==> src/rtl/core/rgb_to_hsv_defines.svh <==
// Assertion macros shared by the RGB to HSV converter RTL.
`ifndef RGB_TO_HSV_DEFINES_SVH
`define RGB_TO_HSV_DEFINES_SVH

// Check a property on every clock edge outside of reset.
`define RTH_ASSERT(lbl, prop, msg) \
    lbl: assert property (@(posedge i_clk) disable iff (!i_rst_n) prop) else $error(msg);

// Check a property on every clock edge, reset included.
`define RTH_ASSERT_ALWAYS(lbl, prop, msg) \
    lbl: assert property (@(posedge i_clk) prop) else $error(msg);

`endif

==> src/rtl/core/rth_pkg.sv <==
// Types, constants and the divider step shared by the RGB to HSV converter.
`timescale 1ns / 1ps
`default_nettype none

package rth_pkg;

    localparam int unsigned CH_W  = 8;
    localparam int unsigned HUE_W = 15;
    localparam int unsigned SUM_W = 9;
    localparam int unsigned DEN_W = 9;
    localparam int unsigned DIV_W = 22;
    localparam int unsigned QUO_W = 13;

    // Hue is in degrees times 64: 360 degrees is 23040.
    localparam logic [HUE_W-1:0] HUE_FULL  = 15'd23040;
    // Sector base minus 60 degrees, since the divider sees n + d instead of n.
    localparam logic [HUE_W-1:0] OFS_RED   = 15'd19200;
    localparam logic [HUE_W-1:0] OFS_GREEN = 15'd3840;
    localparam logic [HUE_W-1:0] OFS_BLUE  = 15'd11520;

    // Twice the 60 degree scale, and twice 255, for round-to-nearest numerators.
    localparam logic [12:0] HUE_SCALE2 = 13'd7680;
    localparam logic [8:0]  SAT_SCALE2 = 9'd510;

    typedef enum logic [1:0] {
        SEC_RED   = 2'd0,
        SEC_GREEN = 2'd1,
        SEC_BLUE  = 2'd2
    } t_sector;

    typedef struct packed {
        logic [CH_W-1:0] red;
        logic [CH_W-1:0] green;
        logic [CH_W-1:0] blue;
    } t_rgb_pix;

    typedef struct packed {
        logic [HUE_W-1:0] hue;
        logic [CH_W-1:0]  saturation;
        logic [CH_W-1:0]  brightness;
    } t_hsv_pix;

    // One restoring-division lane: partial remainder and quotient so far.
    typedef struct packed {
        logic [DIV_W-1:0] rem;
        logic [QUO_W-1:0] quo;
    } t_div_lane;

    // Work item that travels down the divider pipeline.
    typedef struct packed {
        t_div_lane        hue;
        t_div_lane        sat;
        logic [DEN_W-1:0] hue_den;
        logic [DEN_W-1:0] sat_den;
        t_sector          sector;
        logic             grey;
        logic [CH_W-1:0]  brightness;
    } t_div_work;

    // Produce one quotient bit against a pre-shifted divisor.
    function automatic t_div_lane div_step(input t_div_lane lane,
                                           input logic [DIV_W-1:0] den_sh);
        t_div_lane nxt;
        nxt.quo = {lane.quo[QUO_W-2:0], 1'b0};
        nxt.rem = lane.rem;
        if (lane.rem >= den_sh) begin
            nxt.rem    = lane.rem - den_sh;
            nxt.quo[0] = 1'b1;
        end
        return nxt;
    endfunction

endpackage

`default_nettype wire

==> src/rtl/core/rth_prep.sv <==
// Front end: max, min, sector choice and the two division numerators.
`timescale 1ns / 1ps
`default_nettype none

module rth_prep (
    input  wire logic               i_clk,
    input  wire logic               i_rst_n,
    input  wire logic               i_valid,
    output logic                    o_ready,
    input  wire rth_pkg::t_rgb_pix  i_data,
    output logic                    o_valid,
    input  wire logic               i_ready,
    output rth_pkg::t_div_work      o_data
);
    import rth_pkg::*;

    logic [CH_W-1:0]  w_mx;
    logic [CH_W-1:0]  w_mn;
    logic [CH_W-1:0]  w_hi;
    logic [CH_W-1:0]  w_lo;
    t_sector          w_sector;

    logic [CH_W-1:0]  n_s1_mx;
    logic [CH_W-1:0]  n_s1_d;
    logic [SUM_W-1:0] n_s1_sum;
    logic [CH_W-1:0]  r_s1_mx;
    logic [CH_W-1:0]  r_s1_d;
    logic [SUM_W-1:0] r_s1_sum;
    t_sector          r_s1_sector;
    logic             r_s1_v;

    t_div_work        n_s2_work;
    t_div_work        r_s2_work;
    logic             r_s2_v;

    logic             w_load1;
    logic             w_load2;

    // Advance a stage when it is empty or its successor moves on.
    assign w_load2 = !r_s2_v || i_ready;
    assign w_load1 = !r_s1_v || w_load2;
    assign o_ready = w_load1;

    // Find max and min, pick the sector (red first, then green, then blue).
    always_comb begin
        w_mx = i_data.red;
        if (i_data.green > w_mx) w_mx = i_data.green;
        if (i_data.blue > w_mx) w_mx = i_data.blue;
        w_mn = i_data.red;
        if (i_data.green < w_mn) w_mn = i_data.green;
        if (i_data.blue < w_mn) w_mn = i_data.blue;

        if (i_data.red == w_mx) begin
            w_sector = SEC_RED;
            w_hi     = i_data.green;
            w_lo     = i_data.blue;
        end else if (i_data.green == w_mx) begin
            w_sector = SEC_GREEN;
            w_hi     = i_data.blue;
            w_lo     = i_data.red;
        end else begin
            w_sector = SEC_BLUE;
            w_hi     = i_data.red;
            w_lo     = i_data.green;
        end

        n_s1_mx  = w_mx;
        n_s1_d   = w_mx - w_mn;
        // Shift the channel difference by d so it never goes negative.
        n_s1_sum = {1'b0, w_hi} + {1'b0, n_s1_d} - {1'b0, w_lo};
    end

    // Stage 1 registers.
    always_ff @(posedge i_clk) begin
        if (!i_rst_n) begin
            r_s1_v <= 1'b0;
        end else if (w_load1) begin
            r_s1_v <= i_valid;
        end
    end

    always_ff @(posedge i_clk) begin
        if (w_load1) begin
            r_s1_mx     <= n_s1_mx;
            r_s1_d      <= n_s1_d;
            r_s1_sum    <= n_s1_sum;
            r_s1_sector <= w_sector;
        end
    end

    // Build numerators and divisors for the round-to-nearest quotients.
    always_comb begin
        n_s2_work.hue.rem    = DIV_W'(HUE_SCALE2) * DIV_W'(r_s1_sum) + DIV_W'(r_s1_d);
        n_s2_work.hue.quo    = '0;
        n_s2_work.sat.rem    = DIV_W'(SAT_SCALE2) * DIV_W'(r_s1_d) + DIV_W'(r_s1_mx);
        n_s2_work.sat.quo    = '0;
        n_s2_work.hue_den    = {r_s1_d, 1'b0};
        n_s2_work.sat_den    = {r_s1_mx, 1'b0};
        n_s2_work.sector     = r_s1_sector;
        n_s2_work.grey       = (r_s1_d == '0);
        n_s2_work.brightness = r_s1_mx;
    end

    // Stage 2 registers.
    always_ff @(posedge i_clk) begin
        if (!i_rst_n) begin
            r_s2_v <= 1'b0;
        end else if (w_load2) begin
            r_s2_v <= r_s1_v;
        end
    end

    always_ff @(posedge i_clk) begin
        if (w_load2) begin
            r_s2_work <= n_s2_work;
        end
    end

    assign o_valid = r_s2_v;
    assign o_data  = r_s2_work;

endmodule

`default_nettype wire

==> src/rtl/core/rth_div.sv <==
// Pipelined restoring divider: one quotient bit per stage for hue and saturation.
`timescale 1ns / 1ps
`default_nettype none

module rth_div (
    input  wire logic                i_clk,
    input  wire logic                i_rst_n,
    input  wire logic                i_valid,
    output logic                     o_ready,
    input  wire rth_pkg::t_div_work  i_data,
    output logic                     o_valid,
    input  wire logic                i_ready,
    output rth_pkg::t_div_work       o_data
);
    import rth_pkg::*;

    logic      r_v    [QUO_W];
    t_div_work r_work [QUO_W];
    t_div_work n_work [QUO_W];
    logic      w_src_v [QUO_W];
    t_div_work w_src   [QUO_W];
    logic      w_dn_rdy[QUO_W];
    logic      w_load  [QUO_W];

    genvar k;
    generate
        for (k = 0; k < QUO_W; k++) begin : g_stage
            localparam int unsigned SH = QUO_W - 1 - k;

            // Hook up the stage's neighbors.
            if (k == 0) begin : g_first
                assign w_src_v[k] = i_valid;
                assign w_src[k]   = i_data;
            end else begin : g_mid
                assign w_src_v[k] = r_v[k-1];
                assign w_src[k]   = r_work[k-1];
            end
            if (k == QUO_W - 1) begin : g_last
                assign w_dn_rdy[k] = i_ready;
            end else begin : g_inner
                assign w_dn_rdy[k] = w_load[k+1];
            end

            assign w_load[k] = !r_v[k] || w_dn_rdy[k];

            // Resolve quotient bit SH of both lanes.
            always_comb begin
                n_work[k]     = w_src[k];
                n_work[k].hue = div_step(w_src[k].hue, DIV_W'(w_src[k].hue_den) << SH);
                n_work[k].sat = div_step(w_src[k].sat, DIV_W'(w_src[k].sat_den) << SH);
            end

            always_ff @(posedge i_clk) begin
                if (!i_rst_n) begin
                    r_v[k] <= 1'b0;
                end else if (w_load[k]) begin
                    r_v[k] <= w_src_v[k];
                end
            end

            always_ff @(posedge i_clk) begin
                if (w_load[k]) begin
                    r_work[k] <= n_work[k];
                end
            end
        end
    endgenerate

    assign o_ready = w_load[0];
    assign o_valid = r_v[QUO_W-1];
    assign o_data  = r_work[QUO_W-1];

endmodule

`default_nettype wire

==> src/rtl/core/rgb_to_hsv.sv <==
// Top level of the RGB to HSV pixel converter.
//
//   Channel   Valid     Ready     Payload   Carries
//   input     i_valid   o_ready   i_data    red, green, blue (8 bits each)
//   output    o_valid   i_ready   o_data    hue (15 bits), saturation, brightness
//
// One pixel per clock while the output is not stalled; 2 front-end stages, 13 divider
// stages (one quotient bit each, set by the 13-bit hue quotient), 1 output stage.
// Reset clears every stage's valid bit; payload registers are not reset.
// Each stage loads when it is empty or its successor moves, so a stalled
// output lets upstream bubbles close up and nothing is dropped or repeated.
`timescale 1ns / 1ps
`default_nettype none
`include "rgb_to_hsv_defines.svh"

module rgb_to_hsv (
    input  wire logic               i_clk,
    input  wire logic               i_rst_n,
    input  wire logic               i_valid,
    output logic                    o_ready,
    input  wire rth_pkg::t_rgb_pix  i_data,
    output logic                    o_valid,
    input  wire logic               i_ready,
    output rth_pkg::t_hsv_pix       o_data
);
    import rth_pkg::*;

    logic             w_prep_v;
    logic             w_prep_rdy;
    t_div_work        w_prep_work;
    logic             w_div_v;
    logic             w_div_rdy;
    t_div_work        w_div_work;

    logic [HUE_W-1:0] w_ofs;
    logic [HUE_W-1:0] w_hue;
    t_hsv_pix         n_out;
    t_hsv_pix         r_out;
    logic             r_out_v;
    logic             w_load_out;

    rth_prep u_prep (
        .i_clk   (i_clk),
        .i_rst_n (i_rst_n),
        .i_valid (i_valid),
        .o_ready (o_ready),
        .i_data  (i_data),
        .o_valid (w_prep_v),
        .i_ready (w_prep_rdy),
        .o_data  (w_prep_work)
    );

    rth_div u_div (
        .i_clk   (i_clk),
        .i_rst_n (i_rst_n),
        .i_valid (w_prep_v),
        .o_ready (w_prep_rdy),
        .i_data  (w_prep_work),
        .o_valid (w_div_v),
        .i_ready (w_div_rdy),
        .o_data  (w_div_work)
    );

    assign w_load_out = !r_out_v || i_ready;
    assign w_div_rdy  = w_load_out;

    // Add the sector offset, wrap past 360 degrees, zero hue and saturation on grey.
    always_comb begin
        case (w_div_work.sector)
            SEC_RED:   w_ofs = OFS_RED;
            SEC_GREEN: w_ofs = OFS_GREEN;
            SEC_BLUE:  w_ofs = OFS_BLUE;
            default:   w_ofs = OFS_RED;
        endcase
        w_hue = w_ofs + HUE_W'(w_div_work.hue.quo);
        if (w_hue >= HUE_FULL) begin
            w_hue = w_hue - HUE_FULL;
        end

        n_out.brightness = w_div_work.brightness;
        if (w_div_work.grey) begin
            n_out.hue        = '0;
            n_out.saturation = '0;
        end else begin
            n_out.hue        = w_hue;
            n_out.saturation = w_div_work.sat.quo[CH_W-1:0];
        end
    end

    // Output register.
    always_ff @(posedge i_clk) begin
        if (!i_rst_n) begin
            r_out_v <= 1'b0;
        end else if (w_load_out) begin
            r_out_v <= w_div_v;
        end
    end

    always_ff @(posedge i_clk) begin
        if (w_load_out) begin
            r_out <= n_out;
        end
    end

    assign o_valid = r_out_v;
    assign o_data  = r_out;

    `RTH_ASSERT(a_hue_range, o_valid |-> (o_data.hue < HUE_FULL), "hue out of range")
    `RTH_ASSERT(a_grey_hue, (o_valid && (o_data.saturation == '0)) |-> (o_data.hue == '0), "grey pixel with nonzero hue")
    `RTH_ASSERT(a_black_sat, (o_valid && (o_data.brightness == '0)) |-> (o_data.saturation == '0), "black pixel with nonzero saturation")
    `RTH_ASSERT_ALWAYS(a_reset_clear, !i_rst_n |=> !o_valid, "output valid after reset")

endmodule

`default_nettype wire

==> config.mk <==
export PLATFORM = sky130hd
export DESIGN_NAME = rgb_to_hsv
export DESIGN_NICKNAME = d
export VERILOG_FILES = /design/src/rtl/core/rth_pkg.sv /design/src/rtl/core/rth_prep.sv /design/src/rtl/core/rth_div.sv /design/src/rtl/core/rgb_to_hsv.sv
export VERILOG_INCLUDE_DIRS = /design/src /design/src/rtl/core
export SDC_FILE = /design/constraint.sdc
export NUM_CORES = 2
export LEC_CHECK = 0
export ABC_CLOCK_PERIOD_IN_PS = 16090
export BUFFER_PORTS_ARGS = -buffer_cell sky130_fd_sc_hd__buf_4
export CAP_MARGIN = 20
export CORE_MARGIN = 4
export CORE_UTILIZATION = 40
export DETAILED_ROUTE_END_ITERATION = 8
export MAX_ROUTING_LAYER = met4
export PLACE_DENSITY_LB_ADDON = 0.05
export SLEW_MARGIN = 20
export SYNTH_ARGS = -nofsm -noshare
export SYNTH_HDL_FRONTEND = slang
export SYNTH_SLANG_ARGS = --single-unit
==> constraint.sdc <==
create_clock -name i_clk -period 16.09 [get_ports i_clk]
set_input_delay 3.218 -clock i_clk [delete_from_list [all_inputs] [get_ports i_clk]]
set_output_delay 3.218 -clock i_clk [all_outputs]
set_load 0.02 [all_outputs]
==> results_dict.tcl <==
set metrics [dict create \
    place.gp.congestion 0.858 \
    dp_hpwl_um 66300 \
    cts_tree "yes" \
    die_area_um2 124000 \
    drtAntennaViolNets 0 \
    synth_top_family_by_area "adder cells" \
    die_w_um 352 \
    critical-path-slowest-cell "nor2_2" \
    cts_buffer_depth 3 \
    worst-path-max-fanout 18 \
    routed_via_density 4.92 \
    antenna_found_initial 1 \
    cp_top_family "compound AO/OA/AOI/OAI gates" \
    worstSkewPairLatency_ns 0.67 \
    port_buffers 60 \
    fin_nets 4349 \
    status "completed" \
    cts_hold_buf 0 \
    grt_first_pass_wirelength_um 144000 \
    first_global_vias 28400 \
    synth-xor-area-share 0.0581 \
    grt_usage 0.145 \
    synth-compound-area-share 0.0848 \
    critical_path_class "input pin to flop" \
    tns_ns 0 \
    wl_per_cell_um 15.6 \
    cp_num_buf_inv 5 \
    rsz0062_at_grt "false" \
    startpoint_type "input pin" \
    period_share 0.673 \
    cts.sinks 925 \
    drive_above_1_share 0.0738 \
    end_kind "flop" \
    pin_count 61 \
    syn_area_um2 47300 \
    tightest_slew_ns 0.984 \
    grt_max_degree 76 \
    drt-total-wl_um 86700 \
    clk_pin_slew_ns 0.06 \
    setup_ws_ns 5.26 \
    vias 27300 \
    finalSetupViolations 0 \
    synth_top_area_cell "edfxtp_1" \
    overflow 0 \
    synth_fp_nets 4214 \
    synth_area_leaders "edfxtp_1 (58%), ha_1 (8.1%), xnor2_1 (3.4%)" \
    muxShareOfSynthArea 0.0134 \
    synth_edf_count 921 \
    die_h_um 352 \
    ys_seq_elements 925 \
    start_util 0.405 \
    dr.pass1.iters 5 \
    post_synth_fa_ha_maj_area_fraction 0.112 \
    drc_errors 0 \
    dp_slack_ns 4.58 \
    finClkSkew_ns 0.0338 \
    max-cap-violations 0 \
    required_ns 16.50 \
    syn_inst 3806 \
    rows 125 \
    cts_buffers 104 \
    synth_cell_types 74 \
    arrival_ns 11.24 \
    cts_root_buf "clkbuf_16" \
    cp_common_cell "a21oi_1" \
    dp_cells 5359 \
    core_area_um2 117000 \
    fmax_mhz 92.3 \
    hold_class "flop to flop" \
    final_cells 5549 \
    synth_top_area_share 0.584 \
    ctsResizeCount 0 \
    area_growth_pct 12.0 \
    synth_area_per_cell_um2 12.4 \
    layout_min_cycle_time_ns 10.83 \
    slew_headroom 0.342 \
    critical-path-max-stage-delay_ns 0.59 \
    ys_seq_area_frac 0.586 \
    synth_warnings 0 \
    hold_viol 0 \
    synth_flop_cell "edfxtp_1" \
    drt-initial-drc-count 1040 \
    cts_setup_buffers 0 \
    h-tree-depth 3 \
    fin_util 0.454 \
    maxSlewViolCount 0 \
    mostFrequentLayoutCells "edfxtp_1 (921), inv_1 (417), ha_1 (306)" \
    synth-async-reset-ratio 0 \
    final_common_cell "edfxtp_1" \
    yosys.area_share.simple 0.107 \
]
## cell type report
type / instances / area [µm²]
sequential: 925 / 27700
fill: 10700 / 63800
multi-input combinational: 2400 / 17800
clock buffer: 118 / 2660
clock inverter: 71 / 651
timing repair buffer: 85 / 638
inverter: 425 / 1600
tap: 1524 / 1910
antenna: 1 / 2.50
## path summary, 6_finish.rpt
path	startpoint	to	slack (ns)	cells after the start
min	u_div.r_work[0][504]	u_div.r_work[0][603]	0.40	0
max	i_data[17]	u_prep.r_s1_sum[8]	5.26	33
min reg2reg	u_div.r_work[0][504]	u_div.r_work[0][603]	0.40	0
max reg2reg	u_prep.r_s1_d[5]	u_prep.o_data[59]	10.37	18
## Yosys cell counts (all sizes together), types with 6 or more instances
cell type,count
a2111oi,7
a211oi,8
a21boi,11
a21o,117
a21oi,237
a31oi,7
and2,15
and3,28
and4,13
buf,10
clkbuf,46
edfxtp,921
fa,74
ha,306
inv,425
mux2,18
mux2i,43
nand2,192
nand2b,77
nand3,56
nand3b,10
nand4,47
nand4b,6
nor2,256
nor2b,83
nor3,63
nor4,69
nor4b,10
o211ai,11
o21a,13
o21ai,170
o21bai,28
o31ai,16
or3,13
or4,25
xnor2,184
xor2,130
## worst reg2reg max path, delay by kind of cell, from the launching register on
| family | cells | cell delay, ns |
|---|---|---|
| AOI/OAI and AO/OA | 7 | 1.10 |
| buffers and inverters | 3 | 0.30 |
| and+or+nand+nor | 2 | 0.54 |
| xor gates and xnor gates | 1 | 0.29 |
| DFF | 1 | 0.60 |
| adders and majority gates | 5 | 2.62 |
## kinds of logic (layout without fill, tap and decap cells)
kind of cell | Yosys count | count (layout)
simple gates | 983 | 983
flops | 925 | 925
compound gates | 662 | 662
buf+inv | 481 | 699
fa+ha+maj | 380 | 380
xor+xnor | 314 | 314
mux | 61 | 61
other cells | 0 | 1
## state kept, by name, summed over array words and instances, names as in the netlist, 2 cells and up
signal	flops
u_prep.r_s1_sector	2
u_prep.r_s1_mx	8
u_div.r_work	802
u_prep.o_data	49
u_prep.r_s1_sum	9
o_data	31
u_prep.r_s1_d	8
u_div.r_v	13
## stage by stage
step | hold slack, ns | cell area [µm²]
floorplan | 0.400 | 47300
global placement | 0.401 | 49700
detailed placement | 0.405 | 49700
CTS | 0.411 | 53000
global route | 0.420 | 53000
finish | 0.403 | 53000
## metal layers
layer,routed length [µm],GRT usage
met4,3140,0.0505
met1,35800,0.160
met5,0,-
met3,2430,0.0232
met2,45400,0.266
Power is left out: the tool's default activity adds up to more than one toggle a clock period on the data nets, which glitch-free logic cannot reach.
